File: src/trl_pkg.sv
// trl_pkg: shared types and constants of the trilateration core
// no dependencies; used by the interfaces, the datapath modules and the checker
`timescale 1ns / 1ps

package trl_pkg;

    // field widths
    localparam int IN_W  = 24;
    localparam int CFG_W = 19;
    localparam int POS_W = 40;
    localparam int ST_W  = 3;

    // divider geometry: quotient bits, numerator and divisor magnitudes
    localparam int QW  = 40;
    localparam int NXW = 50;
    localparam int NYW = 76;
    localparam int DXW = 25;
    localparam int DYW = 49;

    typedef enum logic [ST_W-1:0] {
        ST_OK         = 3'd0,
        ST_TWO_ORIGIN = 3'd1,
        ST_TWO_AXIS   = 3'd2,
        ST_TWO_PLANE  = 3'd3,
        ST_DIST       = 3'd4,
        ST_ZERO_DIV   = 3'd5
    } t_status;

    typedef enum logic [1:0] {
        ROLE_ORIGIN,
        ROLE_AXIS,
        ROLE_PLANE
    } t_role;

    // one lane of the bit-serial divider: partial remainder, numerator/quotient bits, divisor
    typedef struct packed {
        logic [DXW-1:0] rem;
        logic [QW-1:0]  qn;
        logic [DXW-1:0] den;
    } t_lane_x;

    typedef struct packed {
        logic [DYW-1:0] rem;
        logic [QW-1:0]  qn;
        logic [DYW-1:0] den;
    } t_lane_y;

    // sideband that travels with each transaction through the chain
    typedef struct packed {
        t_status status;
        logic    neg_x;
        logic    neg_y;
        logic    ovf_x;
        logic    ovf_y;
    } t_side;

endpackage

File: src/trl_res_if.sv
// trl_res_if: result channel, valid/ready with solved position and status
// depends on trl_pkg for field widths
`timescale 1ns / 1ps

interface trl_res_if;
    logic                       valid;
    logic                       ready;
    logic [trl_pkg::POS_W-1:0]  pos_x;
    logic [trl_pkg::POS_W-1:0]  pos_y;
    logic [trl_pkg::ST_W-1:0]   status;

    modport source (output valid, pos_x, pos_y, status, input ready);
    modport sink   (input  valid, pos_x, pos_y, status, output ready);
endinterface

File: src/trl_back.sv
// trl_back: rounding, saturation and error zeroing, result output register
// depends on trl_pkg and trl_res_if; fed by the last divider cell
`timescale 1ns / 1ps

module trl_back (
    input  logic             i_clk,
    input  logic             i_rst_n,
    input  logic             i_valid,
    output logic             o_ready,
    input  trl_pkg::t_lane_x i_lx,
    input  trl_pkg::t_lane_y i_ly,
    input  trl_pkg::t_side   i_side,
    trl_res_if.source        o_res
);

    localparam int QW = trl_pkg::QW;
    localparam int PW = trl_pkg::POS_W;
    localparam logic [PW:0]   Q_MAX   = {2'b00, {(PW - 1){1'b1}}};
    localparam logic [PW:0]   Q_MIN   = {2'b01, {(PW - 1){1'b0}}};
    localparam logic [PW-1:0] POS_MAX = {1'b0, {(PW - 1){1'b1}}};
    localparam logic [PW-1:0] POS_MIN = {1'b1, {(PW - 1){1'b0}}};

    function automatic logic [PW-1:0] finish(input logic [QW-1:0] q, input logic rnd,
                                             input logic ovf, input logic neg);
        logic [PW:0]   qr;
        logic [PW-1:0] v;
        qr = {1'b0, PW'(q)} + (PW + 1)'(rnd);
        if (neg) begin
            v = (ovf || qr > Q_MIN) ? POS_MIN : PW'(-qr);
        end else begin
            v = (ovf || qr > Q_MAX) ? POS_MAX : qr[PW-1:0];
        end
        return v;
    endfunction

    // round half away from zero on the magnitude
    logic n_rndx, n_rndy;
    logic [PW-1:0] n_px, n_py;
    logic          n_ok;
    assign n_rndx = i_lx.rem >= (i_lx.den - i_lx.rem);
    assign n_rndy = i_ly.rem >= (i_ly.den - i_ly.rem);
    assign n_ok   = i_side.status == trl_pkg::ST_OK;
    assign n_px   = n_ok ? finish(i_lx.qn, n_rndx, i_side.ovf_x, i_side.neg_x) : '0;
    assign n_py   = n_ok ? finish(i_ly.qn, n_rndy, i_side.ovf_y, i_side.neg_y) : '0;

    logic r_valid;
    logic [PW-1:0] r_pos_x, r_pos_y;
    trl_pkg::t_status r_status;

    assign o_ready = !r_valid || o_res.ready;

    always_ff @(posedge i_clk) begin
        if (!i_rst_n) begin
            r_valid <= 1'b0;
        end else if (o_ready) begin
            r_valid <= i_valid;
        end
    end

    always_ff @(posedge i_clk) begin
        if (o_ready && i_valid) begin
            r_pos_x  <= n_px;
            r_pos_y  <= n_py;
            r_status <= i_side.status;
        end
    end

    assign o_res.valid  = r_valid;
    assign o_res.pos_x  = r_pos_x;
    assign o_res.pos_y  = r_pos_y;
    assign o_res.status = r_status;

endmodule

File: src/flat_wrapper.sv
// flat-port wrapper written by rule: the top's interface ports become plain ports
module trl_back_flat 
  (i_clk, i_rst_n, i_valid, o_ready, i_lx, i_ly, i_side, o_res_valid, o_res_pos_x, o_res_pos_y, o_res_status, o_res_ready);
  trl_res_if o_res_i ();
  input  logic i_clk;
  input  logic i_rst_n;
  input  logic i_valid;
  output logic o_ready;
  input  trl_pkg::t_lane_x i_lx;
  input  trl_pkg::t_lane_y i_ly;
  input  trl_pkg::t_side i_side;
  output wire logic [$bits(o_res_i.valid)-1:0] o_res_valid;
  output wire logic [$bits(o_res_i.pos_x)-1:0] o_res_pos_x;
  output wire logic [$bits(o_res_i.pos_y)-1:0] o_res_pos_y;
  output wire logic [$bits(o_res_i.status)-1:0] o_res_status;
  input wire logic [$bits(o_res_i.ready)-1:0] o_res_ready;
  assign o_res_valid = o_res_i.valid;
  assign o_res_pos_x = o_res_i.pos_x;
  assign o_res_pos_y = o_res_i.pos_y;
  assign o_res_status = o_res_i.status;
  assign o_res_i.ready = o_res_ready;
  trl_back u_core (.i_clk(i_clk), .i_rst_n(i_rst_n), .i_valid(i_valid), .o_ready(o_ready), .i_lx(i_lx), .i_ly(i_ly), .i_side(i_side), .o_res(o_res_i));
endmodule
File: config.mk
export PLATFORM = sky130hd
export DESIGN_NAME = trl_back_flat
export DESIGN_NICKNAME = d
export VERILOG_FILES = /design/src/trl_pkg.sv /design/src/trl_res_if.sv /design/src/trl_back.sv /design/src/flat_wrapper.sv
export SDC_FILE = /design/constraint.sdc
export NUM_CORES = 1
export LEC_CHECK = 0
export ABC_AREA = 1
export ABC_CLOCK_PERIOD_IN_PS = 10700
export BUFFER_PORTS_ARGS = -buffer_cell sky130_fd_sc_hd__buf_2
export CAP_MARGIN = 30
export CELL_PAD_IN_SITES_DETAIL_PLACEMENT = 1
export CELL_PAD_IN_SITES_GLOBAL_PLACEMENT = 2
export CORE_UTILIZATION = 32
export DETAILED_ROUTE_END_ITERATION = 16
export MAX_ROUTING_LAYER = met4
export PLACE_DENSITY_LB_ADDON = 0.12
export SLEW_MARGIN = 20
export SYNTH_ARGS = -nofsm -noshare
export SYNTH_HDL_FRONTEND = slang
export SYNTH_SLANG_ARGS = --single-unit
File: constraint.sdc
create_clock -name i_clk -period 10.7 [get_ports i_clk]
set_input_delay 2.14 -clock i_clk [delete_from_list [all_inputs] [get_ports i_clk]]
set_output_delay 2.14 -clock i_clk [all_outputs]
set_load 0.01 [all_outputs]
### Yosys cells after proc, flatten, opt, wreduce, memory -nomap -nowiden

Index checks and enable logic that the tools add are counted.

* add/sub/neg operators: 6
* $lt $le $gt $ge: 6
* multiplexer cells: 6
* reductions and logical operators: 8

Operator list (number)
* 2-to-1 mux 40 bit: 6
* adder 40 x 1 -> 41 bit: 2
* greater-than comparator 41 x 39 -> 1 bit, second input constant: 2
* greater-than comparator 41 x 40 -> 1 bit, second input constant: 2
* negator 40 bit: 2
* >= comparator 49 bit: 1
* subtractor 49 bit: 1
* >= comparator 25 bit: 1
* subtractor 25 bit: 1
* logical OR 1 bit: 5
* zero test 3 bit: 1
* logical AND 1 bit: 1
* zero test 1 bit: 1

* register bits: 84
* output and inout bits: 85

### Logic depth before layout (Yosys ltp)

Gate-level depths: netlist of the first run.

* word-level depth: 7
* depth in mapped cells: 47

### Least setup slack after synthesis of the first run

No wires, ideal clock.

* path kind: input-to-reg
* from: input i_ly[91] (netlist name)
* to: register u_core.r_pos_y[39], in the netlist u_core.o_res.pos_y[39] (data pin)
* arrival: 7.343 ns
* setup slack: 3.097 ns
* stages: 43
* buffers on the path: 2
* cells stage by stage: inv_1 -> ha_1 -> a21oi_1 -> nand2_1 -> a21oi_1 -> inv_1 -> nand2_1 -> nand2_1 -> a21oi_1 -> inv_1 -> a21oi_1 -> nor2_1 -> o21ai_0 -> nand2_1 -> xnor2_1 -> ha_1 -> nand2_1 -> inv_1 -> [7 not listed] -> ha_1 -> inv_1 -> ha_1 -> inv_1 -> nor2_1 -> nand3_2 -> nor2_4 -> nand2_4 -> nor2_8 -> nand3_2 -> nor2_4 -> nand3_1 -> nand2_1 -> nand2_2 -> nor2_4 -> buf_6 -> buf_8 -> a31oi_1

* word-level cells in the longest chain between the ends: 7
* elaborated cells between the ends (all ways): 11

RTL lines
* start, declared: line flat_wrapper.sv:10 `input trl_pkg::t_lane_y i_ly;`
* subtractor 49 bit: line trl_back.sv:41 `assign n_rndy = i_ly.rem >= (i_ly.den - i_ly.rem);`
* >= comparator 49 bit *: line trl_back.sv:41
* adder 40 x 1 -> 41 bit *: line trl_back.sv:27 `qr = {1'b0, PW'(q)} + (PW + 1)'(rnd);`
* greater-than comparator 41 x 39 -> 1 bit or greater-than comparator 41 x 40 -> 1 bit (tied branches): line trl_back.sv:31, trl_back.sv:29
* logical OR 1 bit (on tied branches): line trl_back.sv:31, trl_back.sv:29
* 2-to-1 mux 40 bit (on tied branches): line trl_back.sv:31, trl_back.sv:29
* 2-to-1 mux 40 bit *: line trl_back.sv:28 `if (neg) begin`
* end signal, assigned: line trl_back.sv:63 `r_pos_y <= n_py;`
* end, declared: line trl_back.sv:47 `logic [PW-1:0] r_pos_x, r_pos_y;`

Every way passes the cells marked *; elsewhere a longest branch is shown, timed or not.
A chain may end at the register's enable or synchronous reset.

### Worst setup path in the final report of the first run

* from: input i_ly[91] (netlist name)
* to: register u_core.r_pos_y[21], in the netlist u_core.o_res.pos_y[21] (data pin)

Same word-level chain as after synthesis.

==> flow_summary.yaml, run 1 <==
outcome:
  outcome: "completed"
floorplan:
  start_util_pct: 32.6
  fp.dieH_um: 223
  num_rows: 80
  ioPinCount: 324
  die_area_um2: 49700
  coreArea_um2: 47900
  fp.dieW_um: 223
synth:
  syn_nets: 3004
  ys_async_sr_fraction_pct: 0
  synthMuxAreaShare_pct: 0
  synth.distinct_cells: 53
  synth-simple-area-share_pct: 39.6
  avgSynthCellArea_um2: 5.99
  synth_compound_area_share_pct: 13.6
  yosys.area_share.adder_pct: 12.6
  synth_edf_count: 83
  syn_area_um2: 15600
  synth_top_family_by_area: "simple AND/OR/NAND/NOR gates"
  synthFlopType: "edfxtp_1"
  ys_warn_count: 0
  syn_inst: 2609
  yosysSeqAreaShare_pct: 16.1
  ys_ff_latch: 84
  synthXorXnorAreaFrac_pct: 7.28
critical_path:
  startpoint_type: "input port"
  crit_top_cell: "nand2_1"
  crit_arrival_ps: 9930
  required_ps: 10910
  endpoint_kind: "flip-flop"
  critPathBufInv: 6
  critPathMaxStageDelay_ps: 480
  critical-path-top-delay-family: "simple AND/OR/NAND/NOR gates"
  crit_path_top_delay_cell: "a21oi_1"
  crit_fanout: 21
  crit_type: "in2reg"
clocking:
  h-tree-depth: 3
  clock_latency_ps: 370
  postCtsSetupBuffers: 0
  clock-root-buffer: "clkbuf_16"
  ctsHoldBuffers: 0
  clockBufferDepth: 2
  clock_sinks: 84
  cts_buffers: 9
  path_clk_slew_ps: 70
  cts_tree: "built"
grt:
  grt_pass1_wl_mm: 99.7
  antenna_found_initial: 4
  grt_overflow: 0
  grt_start_max_net_pins: 71
  grt_pass1_vias: 18500
  grt_use_total_pct: 25.9
drt:
  dr.pass1.iters: 5
  drc: 0
  wl_per_cell_um: 17.8
  drt-initial-drc-count: 774
  vias_per_cell: 5.08
  via_count: 18000
  wl_mm: 63.0
  ant_nets: 0
finish:
  area_growth_pct: 16.6
  fin_nets: 3309
  drive_gt1_share_pct: 15.2
  final_cell_mix: "nand2_1 (712), inv_1 (395), nor2_1 (328)"
  n_fill_cell: 6535
  mostFrequentLayoutCell: "nand2_1"
timing:
  finClkSkew_ps: 8.06
  tightest_slew_ps: 745
  fin_ws_ps: 975
  hold_viol: 0
  maxSlewViolCount: 0
  setup_viol: 0
  period_needed_ps: 9730
  rsz0062_at_grt: "false"
  finalSetupTns_ps: 0
  relSlewSlack_pct: 49.8
  fmax_mhz: 103
  finalCritPeriodShare_pct: 90.9
power_and_ir_drop:
  static-leakage-power_nw: 9.07
  p_per_area_nw_per_um2: 81.2
  ir_drop_v: 0.0000723
placement:
  dpl.hpwl_mm: 54.5
  port_buffers: 323
  globalplace.congestion: 0.907
  post-place-ws_ps: 516
job:
  cap_violations: 0
worst_hold_path:
  holdCritPathClass: "reg2reg"
## path summary, 6_finish.rpt
kind / start / to / slack, ps / depth (start not counted)
setup / recovery: i_ly[91] / u_core.o_res.pos_y[21]$_SDFFCE_PP0P_ / 970 / 44
hold / removal: u_core.o_res.valid$_SDFFE_PN0N_ / u_core.o_res.valid$_SDFFE_PN0N_ / 560 / 2
setup reg to reg: u_core.o_res.valid$_SDFFE_PN0N_ / u_core.o_res.pos_x[18]$_SDFFCE_PP0P_ / 8830 / 3
hold reg to reg: u_core.o_res.valid$_SDFFE_PN0N_ / u_core.o_res.valid$_SDFFE_PN0N_ / 560 / 2
## per-layer routing
| layer | global-route usage [%] | share of wire, % |
|---|---|---|
| met3 | 1.67 | 2.8 |
| met1 | 32.9 | 47 |
| met2 | 44.6 | 48 |
| met4 | 6.10 | 2.1 |
| met5 | - | 0 |
## area by class of cell
type | count | area, µm² | area share [%]
clock buffers | 9 | 225 | 1.24
multi-input cells | 2086 | 11400 | 62.7
inverters | 400 | 1500 | 8.24
repair buffers | 333 | 1710 | 9.39
clock inverters | 7 | 73.8 | 0.405
flip-flops and latches | 84 | 2510 | 13.8
diodes | 4 | 10.0 | 0.0549
well taps | 615 | 769 | 4.22
## sequential cells by signal, indices dropped and copies added (netlist names)
name and count:
u_core.o_res.status 3, u_core.o_res.valid 1, u_core.o_res.pos_y 40, u_core.o_res.pos_x 40
## through the flow
| stage | cells | util (%) | cell area (µm²) | hold WS (ps) | total power [W] |
|---|---|---|---|---|---|
| after floorplan | 2609 | - | 15600 | 595 | 0.000894 |
| after CTS | 3533 | 37.9 | 18200 | 568 | 0.00149 |
| after detailed placement | 3517 | 37.3 | 17900 | 558 | 0.00116 |
| final | 3538 | 38.0 | 18200 | 563 | 0.00148 |
| after global placement | 3517 | 37.3 | 17900 | 526 | 0.00114 |
| after global routing | 3538 | 38.0 | 18200 | 603 | 0.00160 |
## worst min-delay path, stage by stage (launching register included)
cell and delay [ps]:
dfxtp_1 350, nand2_1 90, a21boi_0 80
## timing repair
action,CTS,global route
resized for setup,0,1
endpoints found under the setup margin,0,14
hold endpoints to repair,0,0
## cells in the mapped netlist (9+ instances only)
master	instances	share of area, %
edfxtp_1	83	16
nand3_2	10	0.64
nor3_1	43	1.4
xnor2_1	39	2.2
nor2_2	22	0.88
o21ai_0	99	3.2
nand2_1	713	17
a21oi_1	191	6.1
nand3_1	177	5.7
ha_1	154	12
xor2_1	91	5.1
nor2_4	16	1.2
nand2_2	27	1.1
o21a_1	11	0.53
nand4_1	63	2.5
a31oi_1	19	0.76
clkbuf_1	19	0.46
inv_1	396	9.5
nor2_1	328	7.9
o21bai_1	10	0.48
a21oi_2	9	0.50
## power breakdown
| part | switching, W | internal [W] | total, W |
|---|---|---|---|
| Sequential | 0.00000703 | 0.000383 | 0.000390 |
| Combinational | 0.000492 | 0.000271 | 0.000763 |
| Clock | 0.000162 | 0.000166 | 0.000328 |
## cell families (layout without fill, tap and decap cells)
group	after synthesis	count (layout)
and+or+nand+nor	1421	1421
xor gates and xnor gates	130	130
AOI/OAI and AO/OA	379	379
DFF	84	84
other	0	4
adders and majority gates	156	156
buffers and inverters	439	749
(Power assumes the default switching activity.)
==> run 2: changes to the inputs <==
- CELL_PAD_IN_SITES_DETAIL_PLACEMENT: 1 -> not set
- CELL_PAD_IN_SITES_GLOBAL_PLACEMENT: 2 -> not set
- CORE_UTILIZATION: 32 -> 35
==> run 2 against run 1 <==
Clock power hardly changed. Register-to-register slack worse by 90 ps. Routed wire length is 9.0% lower. Sequential power hardly changed. Final cell count is 0.71% lower. Worst hold slack worse by 2.4 ps. Critical endpoint is now u_core.o_res.pos_y[8]$_SDFFCE_PP0P_.
==> flow_summary.yaml, run 2 (same netlist as run 1, synthesis figures left out) <==
timing:
  fin_ws_ps: 696
  holdWs_ps: 561
  rsz0062_at_grt: "false"
  maxSlewViolCount: 0
  setup_viol: 0
  period_needed_ps: 10000
  finClkSkew_ps: 6.87
  tightest_slew_ps: 970
  relSlewSlack_pct: 33.7
  hold_viol: 0
  fmax_mhz: 100
  finalCritPeriodShare_pct: 93.5
finish:
  drive_gt1_share_pct: 15.2
  finalNonFillerCells: 3513
  n_fill_cell: 4999
  area_growth_pct: 16.4
  fin_util_pct: 41.3
  fin_nets: 3309
  mostFrequentLayoutCell: "nand2_1"
  ff_latch_area_um2: 2510
  multi_input_area_um2: 11400
  final_cell_mix: "nand2_1 (713), inv_1 (395), nor2_1 (328)"
drt:
  wl_mm: 57.3
  via_count: 17700
  wl_per_cell_um: 16.3
  vias_per_cell: 5.04
  drc: 0
  drt-initial-drc-count: 1179
  dr.pass1.iters: 8
  ant_nets: 0
floorplan:
  coreArea_um2: 44100
  fp.dieW_um: 213
  ioPinCount: 324
  fp.dieH_um: 213
  die_area_um2: 45500
  num_rows: 77
  start_util_pct: 35.4
placement:
  dp.cells: 3494
  globalplace.congestion: 0.991
  post-place-ws_ps: -222
  dpl.hpwl_mm: 49.3
  port_buffers: 323
critical_path:
  reg2reg_from: "u_core.o_res.valid$_SDFFE_PN0N_"
  startpoint_type: "input port"
  critPathMaxStageDelay_ps: 440
  worstReg2RegEnd: "u_core.o_res.pos_y[8]$_SDFFCE_PP0P_"
  crit_arrival_ps: 10200
  required_ps: 10900
  r2r_setup_slack_ps: 8740
  crit_type: "in2reg"
  endpoint_kind: "flip-flop"
  crit_path_top_delay_cell: "a21oi_1"
  crit_fanout: 21
  crit_top_cell: "nand2_1"
  r2r_cells: 3
clocking:
  clockBufferDepth: 2
  h-tree-depth: 3
  clock-root-buffer: "clkbuf_16"
  postCtsSetupBuffers: 0
  path_clk_slew_ps: 70
  cts_buffers: 9
  cts_tree: "built"
  clock_latency_ps: 370
  clock_sinks: 84
grt:
  grt_overflow: 0
  grt_pass1_vias: 16600
  grt_use_total_pct: 25.7
  grt_pass1_wl_mm: 88.6
  grt_start_max_net_pins: 75
  antenna_found_initial: 2
power_and_ir_drop:
  static-leakage-power_nw: 9.07
  ir_drop_v: 0.0000520
  p_per_area_nw_per_um2: 80.6
  p_total_w: 0.00147
outcome:
  outcome: "completed"
worst_hold_path:
  holdCritPathClass: "reg2reg"
  min_from: "u_core.o_res.valid$_SDFFE_PN0N_"
  whs_path_depth: 2
  min_to: "u_core.o_res.valid$_SDFFE_PN0N_"
job:
  cap_violations: 0
-- run 2: final cells by class --
type	instances	area share, %
Multi-Input combinational cell	2086	62.8
Antenna cell	2	0.0275
Inverter	400	8.25
Sequential cell	84	13.8
Clock inverter	5	0.330
Tap cell	592	4.07
Clock buffer	11	1.28
Timing Repair Buffer	333	9.40
-- run 2: timing repair --
action | 4_1_cts | 5_1_grt
endpoints found under the setup margin | 0 | 40
endpoints found under the hold margin | 0 | 0
hold buffers | 0 | 0
gates resized for setup | 0 | 2
-- run 2: through the flow --
| stage | cell area [µm²] | setup TNS, ps |
|---|---|---|
| after floorplan | 15600 | 0 |
| final | 18200 | 0 |
| after detailed placement | 17900 | -5540 |
| after global routing | 18200 | 0 |
| after global placement | 17900 | -10520 |
| after CTS | 18200 | 0 |
-- run 2: worst max-delay path, delay by kind of cell --
family | cells | cell delay, ps
compound gates | 8 | 1980
buf+inv | 6 | 630
fa+ha+maj | 4 | 1260
simple gates | 25 | 3980
xor+xnor | 1 | 160
-- run 2: worst max-delay path by stage --
stage                   from                                    to  slack [ps]  cells past startpoint
finish              i_ly[91]   u_core.o_res.pos_y[8]$_SDFFCE_PP0P_         700                     44
global route        i_ly[91]   u_core.o_res.pos_y[2]$_SDFFCE_PP0P_          50                     44
CTS                 i_ly[91]  u_core.o_res.pos_y[35]$_SDFFCE_PP0P_         170                     43
detailed placement  i_ly[91]  u_core.o_res.pos_y[35]$_SDFFCE_PP0P_        -220                     43
global placement    i_ly[91]  u_core.o_res.pos_y[35]$_SDFFCE_PP0P_        -370                     43
floorplan           i_ly[91]  u_core.o_res.pos_y[39]$_SDFFCE_PP0P_        3100                     43
-- run 2: power breakdown --
part	switching [W]	internal (W)	leakage (nW)
clock network	0.000146	0.000182	0.142
registers	0.00000796	0.000384	0.833
logic	0.000479	0.000269	8.09
-- run 2: per-layer routing --
metal	GRT usage [%]	share of wire (%)	routed length, µm	vias up
met3	3.15	5.7	3260	54
li1	-	-	-	9120
met4	6.77	2.1	1220	0
met2	42.5	47	26800	482
met1	32.8	45	26100	8045
met5	-	0	0	-
