File: src/trl_pkg.sv
// trl_pkg: shared types and constants of the trilateration core
// no dependencies; used by the interfaces, the datapath modules and the checker
`timescale 1ns / 1ps

package trl_pkg;

    // field widths
    localparam int IN_W  = 24;
    localparam int CFG_W = 19;
    localparam int POS_W = 40;
    localparam int ST_W  = 3;

    // divider geometry: quotient bits, numerator and divisor magnitudes
    localparam int QW  = 40;
    localparam int NXW = 50;
    localparam int NYW = 76;
    localparam int DXW = 25;
    localparam int DYW = 49;

    typedef enum logic [ST_W-1:0] {
        ST_OK         = 3'd0,
        ST_TWO_ORIGIN = 3'd1,
        ST_TWO_AXIS   = 3'd2,
        ST_TWO_PLANE  = 3'd3,
        ST_DIST       = 3'd4,
        ST_ZERO_DIV   = 3'd5
    } t_status;

    typedef enum logic [1:0] {
        ROLE_ORIGIN,
        ROLE_AXIS,
        ROLE_PLANE
    } t_role;

    // one lane of the bit-serial divider: partial remainder, numerator/quotient bits, divisor
    typedef struct packed {
        logic [DXW-1:0] rem;
        logic [QW-1:0]  qn;
        logic [DXW-1:0] den;
    } t_lane_x;

    typedef struct packed {
        logic [DYW-1:0] rem;
        logic [QW-1:0]  qn;
        logic [DYW-1:0] den;
    } t_lane_y;

    // sideband that travels with each transaction through the chain
    typedef struct packed {
        t_status status;
        logic    neg_x;
        logic    neg_y;
        logic    ovf_x;
        logic    ovf_y;
    } t_side;

endpackage

File: src/trl_cell.sv
// trl_cell: one divider cell, one quotient bit of the x and y divisions
// depends on trl_pkg; cells are chained by the top level
`timescale 1ns / 1ps

module trl_cell (
    input  logic             i_clk,
    input  logic             i_rst_n,
    input  logic             i_valid,
    output logic             o_ready,
    input  trl_pkg::t_lane_x i_lx,
    input  trl_pkg::t_lane_y i_ly,
    input  trl_pkg::t_side   i_side,
    output logic             o_valid,
    input  logic             i_ready,
    output trl_pkg::t_lane_x o_lx,
    output trl_pkg::t_lane_y o_ly,
    output trl_pkg::t_side   o_side
);

    localparam int DXW = trl_pkg::DXW;
    localparam int DYW = trl_pkg::DYW;
    localparam int QW  = trl_pkg::QW;

    logic r_valid;
    trl_pkg::t_lane_x r_lx;
    trl_pkg::t_lane_y r_ly;
    trl_pkg::t_side   r_side;

    // restoring step, x lane
    logic [DXW:0] n_tx, n_subx;
    logic         n_gex;
    assign n_tx   = {i_lx.rem, i_lx.qn[QW-1]};
    assign n_subx = n_tx - {1'b0, i_lx.den};
    assign n_gex  = n_tx >= {1'b0, i_lx.den};

    // restoring step, y lane
    logic [DYW:0] n_ty, n_suby;
    logic         n_gey;
    assign n_ty   = {i_ly.rem, i_ly.qn[QW-1]};
    assign n_suby = n_ty - {1'b0, i_ly.den};
    assign n_gey  = n_ty >= {1'b0, i_ly.den};

    assign o_ready = !r_valid || i_ready;

    always_ff @(posedge i_clk) begin
        if (!i_rst_n) begin
            r_valid <= 1'b0;
        end else if (o_ready) begin
            r_valid <= i_valid;
        end
    end

    always_ff @(posedge i_clk) begin
        if (o_ready && i_valid) begin
            r_lx.rem <= n_gex ? n_subx[DXW-1:0] : n_tx[DXW-1:0];
            r_lx.qn  <= {i_lx.qn[QW-2:0], n_gex};
            r_lx.den <= i_lx.den;
            r_ly.rem <= n_gey ? n_suby[DYW-1:0] : n_ty[DYW-1:0];
            r_ly.qn  <= {i_ly.qn[QW-2:0], n_gey};
            r_ly.den <= i_ly.den;
            r_side   <= i_side;
        end
    end

    assign o_valid = r_valid;
    assign o_lx    = r_lx;
    assign o_ly    = r_ly;
    assign o_side  = r_side;

endmodule

File: config.mk
export PLATFORM = sky130hd
export DESIGN_NAME = trl_cell
export DESIGN_NICKNAME = d
export VERILOG_FILES = /design/src/trl_pkg.sv /design/src/trl_cell.sv
export SDC_FILE = /design/constraint.sdc
export NUM_CORES = 1
export LEC_CHECK = 0
export ABC_AREA = 1
export BUFFER_PORTS_ARGS = -buffer_cell sky130_fd_sc_hd__buf_2
export CORE_AREA = 3 3 182 184
export CTS_BUF_LIST = sky130_fd_sc_hd__clkbuf_8
export CTS_CLUSTER_SIZE = 24
export DETAILED_ROUTE_END_ITERATION = 12
export DIE_AREA = 0 0 185 187
export PLACE_DENSITY = 0.73
export SLEW_MARGIN = 20
export SYNTH_ARGS = -nofsm -noshare
export SYNTH_HDL_FRONTEND = slang
export SYNTH_SLANG_ARGS = --single-unit
File: constraint.sdc
create_clock -name i_clk -period 27.6 [get_ports i_clk]
set_clock_uncertainty 0.05 [all_clocks]
set_input_delay 1.38 -clock i_clk [delete_from_list [all_inputs] [get_ports i_clk]]
set_output_delay 1.38 -clock i_clk [all_outputs]
set_load 0.05 [all_outputs]
# ---- Word-level counts from Yosys, hierarchy flattened
# Cells that the tools add are included.
dict set report word_totals {
  reg_bits 236
  wordCells 21
  out_inout_bits 237
}
dict set report op_classes {
  n_lt_le_gt_ge 2
  n_reduce_logical 3
  n_addsub 2
  n_mux 2
}
# cell count
set ops {}
lappend ops {{50-bit by 49-bit >= comparator with 1-bit output} 1}
lappend ops {{49-bit two-way mux} 1}
lappend ops {{49-bit subtractor} 1}
lappend ops {{26-bit by 25-bit >= comparator with 1-bit output} 1}
lappend ops {{25-bit two-way mux} 1}
lappend ops {{25-bit subtractor} 1}
lappend ops {{1-bit logical AND} 1}
lappend ops {{1-bit zero test} 1}
lappend ops {{1-bit logical OR} 1}

# ---- Logic depth before layout (Yosys ltp)
# Gate-level depths: netlist (run 1).
dict set report depth {
  word_depth 3
  ltp_mapped 16
}

# ---- Least setup slack after synthesis (run 1)
# Ideal clock, no wire load.
dict set report synth_timing {
  path_kind {input-to-reg}
  startpoint {input port i_valid}
  endpoint {register r_lx (netlist bit o_lx[0]), enable pin}
  slack_ps 13953
  t_arrival_ps 12690
  cell_stages 2
  setup_ps 907
  required_time_ps 26643
  path_cell_list {inv_1 > a21oi_1}
}
dict set report synth_between {
  elab_chain_cells 1
}
# element line
set synth_lines {}
lappend synth_lines {{start: declaration} trl_cell.sv:8} ;# input logic i_valid,
lappend synth_lines {{1-bit logical AND} trl_cell.sv:54} ;# if (o_ready && i_valid) begin
lappend synth_lines {{end: declaration} trl_cell.sv:25} ;# trl_pkg::t_lane_x r_lx;
# Every way passes these cells.
# A chain may end at the register's enable or synchronous reset.

# ---- Worst setup path in the final report (run 1)
dict set report layout_timing {
  startpoint {input port i_lx[15] in the netlist's numbering}
  endpoint {register r_lx (netlist bit o_lx[70]), data pin}
}
dict set report layout_between {
  elab_chain_cells 2
}
# element line
set layout_lines {}
lappend layout_lines {{start: declaration} trl_cell.sv:10} ;# input trl_pkg::t_lane_x i_lx,
lappend layout_lines {{26-bit by 25-bit >= comparator with 1-bit output} trl_cell.sv:34} ;# assign n_gex = n_tx >= {1'b0, i_lx.den};
lappend layout_lines {{25-bit two-way mux} trl_cell.sv:55} ;# r_lx.rem <= n_gex ? n_subx[DXW-1:0] : n_tx[DXW-1:0];
# Every way passes these cells.

==> impl_metrics.csv, run 1 <==
group,metric,value,unit
placement,place.detailed.instances,2663,
worst_setup_path,criticalPathCategory,"in2reg",
floorplan,design.die.area,34600,um^2
cells_and_area,final_layout_size_suffix_gt1_share,24.1,%
clock_tree,clk_pin_slew_worst_paths,0.06,ns
hold_path,min_path_type,"reg2reg",
floorplan,count_of_standard_cell_rows,65,
logic_synthesis,ys_ff_latch,236,
routing,postRouteAntennaNets,0,
clock_tree,tritoncts_buffers,40,
sta,max_freq,0.234,GHz
worst_setup_path,critical_path.slowest_cell,"nand3_2",
sta,slew-limit-headroom,32.1,%
worst_setup_path,timing.critical_path.from_type,"input pin",
worst_setup_path,cp-startpoint,"i_lx[15]",
worst_setup_path,crit_path_max_incr_delay,0.85,ns
sta,post-route-worst-setup-slack,23.32,ns
routing,drc,0,
routing,drt_iter0_drc,931,
routing,viasPerCell,4.97,
clock_tree,cts-resized-gates,0,
power_and_ir_drop,cellPowerDensity,59.3,nW/um^2
worst_setup_path,critPathRequiredTime,27.87,ns
global_routing,grt_pass1_wl,76400,um
clock_tree,clock-sinks,236,
floorplan,initial_core_util,45.9,%
run_status,result_of_the_run,"complete, no violations",
floorplan,boundaryPins,476,
cells_and_area,nets,2618,
logic_synthesis,postSynthNetCount,2121,
logic_synthesis,proportion_of_synthesized_chip_area_in_sequential_cells,48.9,%
sta,setup_total_negative_slack,0,ns
worst_setup_path,worst-endpoint-arrival,4.55,ns
worst_setup_path,regToRegSetupSlack,25.16,ns
global_routing,overall_overflow_remaining_after_global_route,0,
placement,port-buffer-count,475,
clock_tree,clock_path_buffers,3,
clock_tree,postCtsHoldBufs,0,
floorplan,die-width,185,um
worst_setup_path,timing.rr.end,"o_ly[31]",
floorplan,die-height,187,um
routing,wire_per_inst,18.7,um
logic_synthesis,async_flop_share,0,%
sta,whs,0.655,ns
clock_tree,post-cts-setup-buffers,0,
global_routing,grt_usage,28.7,%
sta,drv_slew,0,
cells_and_area,final_cells,2745,
routing,routed_wirelength,51200,um
sta,finalSetupViolCount,0,
cells_and_area,area_added_between_synthesis_and_finish,25.0,%
worst_setup_path,endpoint,"o_lx[70]",
logic_synthesis,netlist_area,14500,um^2
worst_setup_path,end_kind,"flip-flop",
power_and_ir_drop,leakage,9.69,nW
placement,preCtsSetupSlack,22.54,ns
sta,report.final.hold_viol_count,0,
placement,placed_area,17300,um^2
clock_tree,htree_levels,2,
cells_and_area,stdcell_area,18100,um^2
logic_synthesis,yosysWarningCount,0,
global_routing,antenna_found_initial,10,
worst_setup_path,path_max_fanout,41,
logic_synthesis,synth_cells,1806,
logic_synthesis,synth-edff-count,235,
worst_setup_path,r2r_cells,3,
clock_tree,worst_skew_pair.late_latency,0.57,ns
clock_tree,ctsRootBufferMaster,"clkbuf_8",
logic_synthesis,synth_flop_cell,"edfxtp_1",
cells_and_area,post-route-util,57.3,%
logic_synthesis,synth.distinct_cells,39,
routing,first_pass_iters,5,
clock_tree,cts_tree,"built",
placement,gp_congestion,1.02,
routing,routed-via-count,13640,
sta,unrepaired_setup_endpoints_after_global_routing,"false",
power_and_ir_drop,max-vdd-ir-drop,0.0000359,V
sta,final.min_clock_period,4.28,ns
floorplan,core_area,31600,um^2
logic_synthesis,synth.avg_cell_area,8.01,um^2
worst_setup_path,crit_chain,"buf_2 -> inv_1 -> ha_1 -> a21oi_1 -> o21ai_0 -> o21bai_1 -> a21oi_1 -> nand3_2 -> o21ai_0",
sta,max_slew.worst_pin.slew,1.02,ns
worst_setup_path,rr_startpoint,"o_valid",
global_routing,maximum_number_of_pins_on_one_net_before_global_route_repair,84,
placement,dp_hpwl,42000,um
global_routing,grt_pass1_vias,13455,
power_and_ir_drop,p_total,1.07,mW
run,max_cap_viol_count,0,
sta,final.period_utilization,15.5,%
## metal layers
| metal | GRT usage, % | part of all wire [%] | up-vias |
|---|---|---|---|
| met5 | 0 | 0.061 | - |
| met3 | 5.83 | 7.2 | 102 |
| li1 | - | - | 6762 |
| met4 | 10.9 | 3.9 | 4 |
| met2 | 51.0 | 50 | 497 |
| met1 | 34.0 | 39 | 6275 |
## logic make-up after synthesis
logic type / after synthesis / synth area share (%)
buffers and inverters: 404 / 10.8
AOI/OAI and AO/OA: 96 / 3.60
xor gates and xnor gates: 40 / 2.42
and+or+nand+nor: 954 / 27.6
DFF: 236 / 48.9
adders and majority gates: 76 / 6.68
## state kept, by name (all words and copies together) (netlist names)
name	flops
o_side	7
o_valid	1
o_ly	138
o_lx	90
## synthesized netlist by cell type (7+ instances only)
cell | count | area [um^2]
nor2_1 | 123 | 462
nand4_1 | 82 | 513
nor3_1 | 8 | 40.0
nand3_1 | 70 | 350
a21oi_1 | 55 | 275
nand2_1 | 643 | 2410
edfxtp_1 | 235 | 7060
inv_1 | 370 | 1390
clkbuf_1 | 12 | 45.0
xor2_1 | 34 | 298
o21ai_1 | 9 | 45.0
o21ai_0 | 17 | 85.1
ha_1 | 74 | 926
inv_2 | 7 | 26.3
## final cells by class
class | instances | area, um^2
Sequential cell | 236 | 7080
Clock inverter | 32 | 204
Timing Repair Buffer | 482 | 2430
Clock buffer | 42 | 578
Tap cell | 402 | 503
Antenna cell | 8 | 20.0
Inverter | 377 | 1420
Multi-Input combinational cell | 1166 | 5860
Fill cell | 3015 | 13500
## cells in the final DEF (no fill, tap or decap), drive strengths merged
master,netlist,routed
a21boi,3,3
a21o,3,3
a21oi,56,56
and2,5,5
buf,14,482
bufinv,0,2
clkbuf,13,42
clkinv,0,15
dfxtp,1,1
diode,0,8
edfxtp,235,235
fa,2,2
ha,74,74
inv,377,392
nand2,645,645
nand3,74,74
nand3b,2,2
nand4,83,83
nor2,129,129
nor3,9,9
nor3b,1,1
nor4,3,3
o21a,1,1
o21ai,27,27
o21bai,5,5
o31ai,1,1
or2,3,3
xnor2,6,6
xor2,34,34
## how the worst min path moves through the flow
stage / cells past startpoint / start / slack, ns / end
2_1_floorplan: 2 / o_valid / 1.06 / o_valid
3_3_place_gp: 2 / o_valid / 0.63 / o_valid
3_5_place_dp: 2 / o_valid / 0.64 / o_valid
4_1_cts: 2 / o_valid / 0.65 / o_valid
5_1_grt: 2 / o_valid / 0.69 / o_valid
6_report: 2 / o_valid / 0.65 / o_valid
## report_power, final
part / leakage (nW) / internal, mW / switching [mW]
combinational: 6.95 / 0.0824 / 0.236
sequential: 2.29 / 0.432 / 0.00778
clock: 0.447 / 0.162 / 0.150
total: 9.69 / 0.677 / 0.394
## worst max-delay path, delay by kind of cell
| family | cells | cell delay [ns] |
|---|---|---|
| compound gates | 5 | 1.82 |
| fa+ha+maj | 1 | 0.36 |
| buf+inv | 2 | 0.13 |
| simple gates | 1 | 0.85 |
Note: power is estimated with default switching activity, not from simulation.
==> run 2, diff against run 1 <==
- CORE_AREA: 3 3 182 184 -> 3 3 185 187
- DIE_AREA: 0 0 185 187 -> 0 0 188 190
- PLACE_DENSITY: 0.73 -> 0.71
- clock period: 27.6 -> 4.11 ns (I/O delays scaled with it)
==> run 2 against run 1 <==
Flip-flop and latch count stayed put. Utilization is 5.5 points higher. Via count is 9.1% higher. Wire length is 13% higher. Die area is 3.3% higher.
==> impl_metrics.csv, run 2 (synthesized netlist as in run 1, its figures left out) <==
group,metric,value,unit
worst_setup_path,rr_startpoint,"o_valid",
global_routing,grt_pass1_wl,86000,um
sta,finalSetupViolCount,0,
worst_setup_path,critPathRequiredTime,4.33,ns
worst_setup_path,r2r_cells,2,
floorplan,initial_core_util,44.4,%
placement,dp_hpwl,42900,um
routing,drt_iter0_drc,964,
routing,routed-via-count,14876,
hold_path,number_of_cells_on_the_worst_hold_path,3,
cells_and_area,post-route-util,62.8,%
clock_tree,clk_pin_slew_worst_paths,0.06,ns
global_routing,antenna_found_initial,5,
sta,slew-limit-headroom,49.4,%
global_routing,maximum_number_of_pins_on_one_net_before_global_route_repair,104,
worst_setup_path,worst-endpoint-arrival,3.64,ns
placement,gp_congestion,0.934,
worst_setup_path,endpoint,"o_lx[66]",
cells_and_area,layout.cells.most_common_list,"nand2_1 (643), buf_2 (475), inv_1 (388)",
routing,routed_wirelength,57800,um
floorplan,boundaryPins,476,
worst_setup_path,cp-startpoint,"i_lx[0]",
routing,first_pass_iters,5,
worst_setup_path,timing.rr.end,"o_lx[8]",
power_and_ir_drop,cellPowerDensity,366,nW/um^2
sta,unrepaired_setup_endpoints_after_global_routing,"false",
sta,report.final.hold_viol_count,0,
cells_and_area,final_cells,3013,
run_status,result_of_the_run,"complete, no violations",
power_and_ir_drop,leakage,10.7,nW
hold_path,min_path_type,"in2reg",
power_and_ir_drop,p_sw,2.75,mW
power_and_ir_drop,max-vdd-ir-drop,0.000274,V
floorplan,core_area,32600,um^2
power_and_ir_drop,seq_power_share,39.6,%
routing,postRouteAntennaNets,0,
placement,port-buffer-count,475,
routing,viasPerCell,4.94,
clock_tree,tritoncts_buffers,41,
clock_tree,cts_tree,"built",
routing,drc,0,
clock_tree,cts-resized-gates,0,
worst_setup_path,end_kind,"flip-flop",
placement,place.detailed.instances,2706,
worst_setup_path,criticalPathCategory,"in2reg",
placement,preCtsSetupSlack,0.784,ns
cells_and_area,largest_register_ffs,138,
global_routing,grt_pass1_vias,14909,
worst_setup_path,timing.critical_path.from_type,"input pin",
power_and_ir_drop,power_share_of_the_combinational_group,31.5,%
routing,wire_per_inst,19.2,um
clock_tree,clock-sinks,236,
run,max_cap_viol_count,0,
sta,post-route-worst-setup-slack,0.690,ns
cells_and_area,final_layout_size_suffix_gt1_share,22.0,%
cells_and_area,nets,2851,
power_and_ir_drop,switching_share,36.8,%
worst_setup_path,regToRegSetupSlack,2.16,ns
floorplan,count_of_standard_cell_rows,66,
sta,final.min_clock_period,3.42,ns
sta,final.period_utilization,83.2,%
floorplan,die-width,188,um
clock_tree,worst_skew_pair.late_latency,0.57,ns
clock_tree,clock_path_buffers,3,
clock_tree,ctsRootBufferMaster,"clkbuf_8",
cells_and_area,most_common_library_cell_in_the_layout_ignoring_fill_and_taps,"nand2_1",
worst_setup_path,path_max_fanout,34,
global_routing,overall_overflow_remaining_after_global_route,0,
power_and_ir_drop,pwr-share-clk,28.9,%
clock_tree,htree_levels,2,
floorplan,die-height,190,um
sta,max_freq,0.292,GHz
global_routing,grt_usage,31.3,%
sta,max_slew.worst_pin.slew,0.758,ns
sta,drv_slew,0,
cells_and_area,area_added_between_synthesis_and_finish,41.6,%
floorplan,design.die.area,35700,um^2
power_and_ir_drop,intPower,4.74,mW
## run 2: changes by cell type in the layout (fill, tap and decap cells not counted), moves of 2 or more
cell           previous run  this run
inv_1                   382       388
buf_12                    0         3
clkinv_1                 10         4
dlygate4sd3_1             0       229
clkinv_2                  5         2
clkinv_8                  0         2
## run 2: how the worst min path moves through the flow
stage / endpoint / startpoint / slack (ns)
finish: o_lx[75] / i_lx[74] / 0.05
global placement: o_ly[79] / i_ly[78] / 0.33
CTS: o_lx[75] / i_lx[74] / 0.02
global route: o_lx[85] / i_lx[84] / 0.02
floorplan: o_lx[0] / i_lx[0] / 0.25
detailed placement: o_ly[51] / i_ly[50] / 0.33
## run 2: timing repair
| action | CTS | global route |
|---|---|---|
| setup buffers | 0 | 0 |
| hold buffers | 229 | 0 |
| hold endpoints to repair | 228 | 0 |
## run 2: stage by stage
step	setup TNS, ns	hold WS (ns)	power [mW]	instance area (um^2)
global route	0	0.0234	7.84	20500
detailed placement	0	0.334	5.15	17400
CTS	0	0.0186	7.48	20500
global placement	0	0.332	5.14	17400
floorplan	-175.75	0.254	4.52	14500
finish	0	0.0451	7.49	20500
## run 2: power by group through the flow
stage,Clock [mW],Combinational [mW],Sequential (mW)
after CTS,2.19,2.34,2.96
after global routing,2.32,2.54,2.98
after global placement,0,2.13,3.00
final,2.16,2.36,2.97
after detailed placement,0,2.15,3.00
after floorplan,0,0.850,3.67
## run 2: critical path: stages
cell and delay (ns):
dlygate4sd3_1 0.57, buf_2 0.15, ha_1 0.27, fa_1 0.44, o21ai_2 0.27, nand2_1 0.09, nand2_1 0.14, nand2_1 0.07
nand2_1 0.14, nand3_1 0.36, nand3_2 0.34, buf_4 0.38, o21ai_0 0.20
## run 2: final cells by class
cell class	count	area, um^2
clock inverter	30	231
fill	2758	12100
multi-input combinational	1166	5850
inverter	377	1420
clock buffer	41	564
antenna	7	17.5
sequential	236	7080
timing repair buffer	714	4780
tap	442	553
## run 2: routing by layer
layer | vias to the layer above | track usage, % | part of all wire, %
met3 | 143 | 6.08 | 6.3
met4 | 2 | 13.7 | 4.9
met1 | 6860 | 34.3 | 37
met2 | 643 | 58.6 | 52
met5 | - | 0 | 0.012
li1 | 7228 | - | -
==> run 3, diff against run 2 <==
- CORE_AREA: 3 3 185 187 -> 3 3 183 185
- DIE_AREA: 0 0 188 190 -> 0 0 186 188
- PLACE_DENSITY: 0.71 -> 0.75
- clock period: 4.11 -> 3 ns (I/O delays scaled with it)
==> run 3 against run 2 <==
Via count is 1.2% higher. Count of clock-buffer cells in the layout is 1 lower. Critical path depth is 1 higher. Design area is 0.33% higher. Sequential power is 37% higher. Sequential share of layout area decreased by 0.11 points. Combinational power increased by 38%. First-iteration DRC count grew 20%. Die area shrank 2.1%. Utilization increased by 1.0 points. Hold slack gained 0.0044 ns. Flip-flop and latch count unchanged. Critical endpoint is now o_ly[101]. Largest power group unchanged.
==> impl_metrics.csv, run 3 (synthesized netlist as in run 1, its figures left out) <==
group,metric,value,unit
clock_tree,htree_levels,2,
clock_tree,clk_pin_slew_worst_paths,0.07,ns
floorplan,boundaryPins,476,
power_and_ir_drop,cellPowerDensity,492,nW/um^2
placement,dp_hpwl,42000,um
routing,drc,0,
worst_setup_path,worst-endpoint-arrival,3.09,ns
floorplan,design.die.area,35000,um^2
routing,first_pass_iters,8,
cells_and_area,largest_register_ffs,138,
worst_setup_path,timing.rr.end,"o_ly[86]",
routing,wire_per_inst,19.0,um
sta,max_slew.worst_pin.slew,0.762,ns
routing,postRouteAntennaNets,0,
sta,slew-limit-headroom,49.1,%
global_routing,maximum_number_of_pins_on_one_net_before_global_route_repair,53,
placement,port-buffer-count,475,
sta,unrepaired_setup_endpoints_after_global_routing,"false",
worst_setup_path,r2r_cells,2,
routing,met3_wirelength,4330,um
sta,finalSetupViolCount,0,
worst_setup_path,critPathRequiredTime,3.38,ns
clock_tree,clock_path_buffers,3,
routing,routed-via-count,15051,
routing,route.met2.wl,28300,um
routing,routed_wirelength,56900,um
worst_setup_path,path_max_fanout,28,
routing,maxUsedRoutingLayer,"met5",
floorplan,die-height,188,um
cells_and_area,layout.cells.most_common_list,"nand2_1 (643), buf_2 (475), inv_1 (380)",
cells_and_area,num-fill-cells,2682,
worst_setup_path,rr_startpoint,"o_valid",
power_and_ir_drop,leakage,10.7,nW
global_routing,grt_pass1_vias,15212,
clock_tree,ctsRootBufferMaster,"clkbuf_8",
power_and_ir_drop,max-vdd-ir-drop,0.000345,V
worst_setup_path,endpoint,"o_ly[101]",
floorplan,die-width,186,um
floorplan,count_of_standard_cell_rows,66,
worst_setup_path,regToRegSetupSlack,1.21,ns
cells_and_area,multiInputGateArea,5850,um^2
worst_setup_path,criticalPathCategory,"in2reg",
global_routing,grt_pass1_wl,84800,um
sta,drv_slew,0,
global_routing,antenna_found_initial,11,
sta,max_freq,0.368,GHz
floorplan,initial_core_util,44.9,%
clock_tree,post-cts-setup-buffers,0,
clock_tree,clock-sinks,236,
routing,met1_length,21100,um
cells_and_area,final_layout_size_suffix_gt1_share,22.4,%
power_and_ir_drop,p_total,10.1,mW
clock_tree,cts_tree,"built",
routing,viasPerCell,5.02,
cells_and_area,area_added_between_synthesis_and_finish,42.1,%
clock_tree,worst_skew_pair.late_latency,0.57,ns
global_routing,grt_usage,31.6,%
sta,final.min_clock_period,2.71,ns
worst_setup_path,end_kind,"flip-flop",
cells_and_area,nets,2868,
run,max_cap_viol_count,0,
cells_and_area,most_common_library_cell_in_the_layout_ignoring_fill_and_taps,"nand2_1",
floorplan,core_area,32200,um^2
global_routing,overall_overflow_remaining_after_global_route,0,
sta,setup_total_negative_slack,0,ns
placement,gp_congestion,0.987,
clock_tree,tritoncts_buffers,40,
worst_setup_path,timing.critical_path.from_type,"input pin",
sta,report.final.hold_viol_count,0,
worst_setup_path,cp-startpoint,"i_ly[101]",
cells_and_area,final-seq-area,7080,um^2
run_status,result_of_the_run,"complete, no violations",
sta,final.period_utilization,90.5,%
hold_path,min_path_type,"in2reg",
routing,drt_iter0_drc,1161,
-- run 3: changes by cell type in the layout (fill, tap and decap cells not counted), sizes merged --
cell and delta:
diode +3, clkinv +10, dlygate4sd3 +5, buf +13, clkbuf -1, bufinv -2, inv -6
-- run 3: area by class of cell --
type	count	share of cell area [%]
repair buffers	732	24.0
clock inverters	32	0.913
multi-input cells	1166	28.4
inverters	377	6.88
flip-flops and latches	236	34.4
well taps	408	2.48
diodes	10	0.122
clock buffers	40	2.68
-- run 3: metal layers --
layer,global-route usage [%],up-vias
met2,55.7,721
met1,35.9,6906
met4,16.2,6
met3,6.63,161
met5,0,-
li1,-,7257
-- run 3: per-stage QoR --
| stage | cells | hold slack (ns) | setup WS [ns] | util, % | cell area, um^2 |
|---|---|---|---|---|---|
| 3_5_place_dp | 2685 | 0.278 | 0.335 | 54.2 | 17500 |
| 2_1_floorplan | 1806 | 0.199 | -1.86 | - | 14500 |
| 6_report | 3001 | 0.0495 | 0.286 | 63.8 | 20600 |
| 3_3_place_gp | 2685 | 0.277 | 0.356 | 54.2 | 17500 |
| 5_1_grt | 2999 | 0.0374 | 0.0899 | 63.8 | 20600 |
| 4_1_cts | 2991 | 0.0115 | 0.372 | 63.8 | 20500 |
-- run 3: what timing repair did --
action,CTS,global route
hold buffers,234,0
endpoints found under the hold margin,233,0
resized for setup,0,0
-- run 3: worst min-delay path by stage --
stage,startpoint,end,slack (ns),cells after the start
4_1_cts,i_lx[64],o_lx[65],0.01,3
3_3_place_gp,i_side[3],o_side[3],0.28,1
5_1_grt,i_lx[64],o_lx[65],0.04,3
6_report,i_lx[64],o_lx[65],0.05,3
3_5_place_dp,i_lx[59],o_lx[60],0.28,1
2_1_floorplan,i_lx[0],o_lx[0],0.20,0
-- run 3: power breakdown --
part | switching (mW) | leakage, nW | internal (mW)
sequential | 0.0919 | 2.29 | 3.98
clock | 1.42 | 0.420 | 1.36
combinational | 2.28 | 8.02 | 0.983
total | 3.78 | 10.7 | 6.32
-- run 3: critical path: stages --
cell,delay (ns)
dlygate4sd3_1,0.56
buf_2,0.14
ha_1,0.35
nand2_1,0.12
nor2_1,0.29
nand2_1,0.13
inv_1,0.07
nand2_1,0.05
nand2_1,0.17
nand3_2,0.32
nand3_2,0.19
buf_4,0.33
nand2_1,0.10
nand2_1,0.11
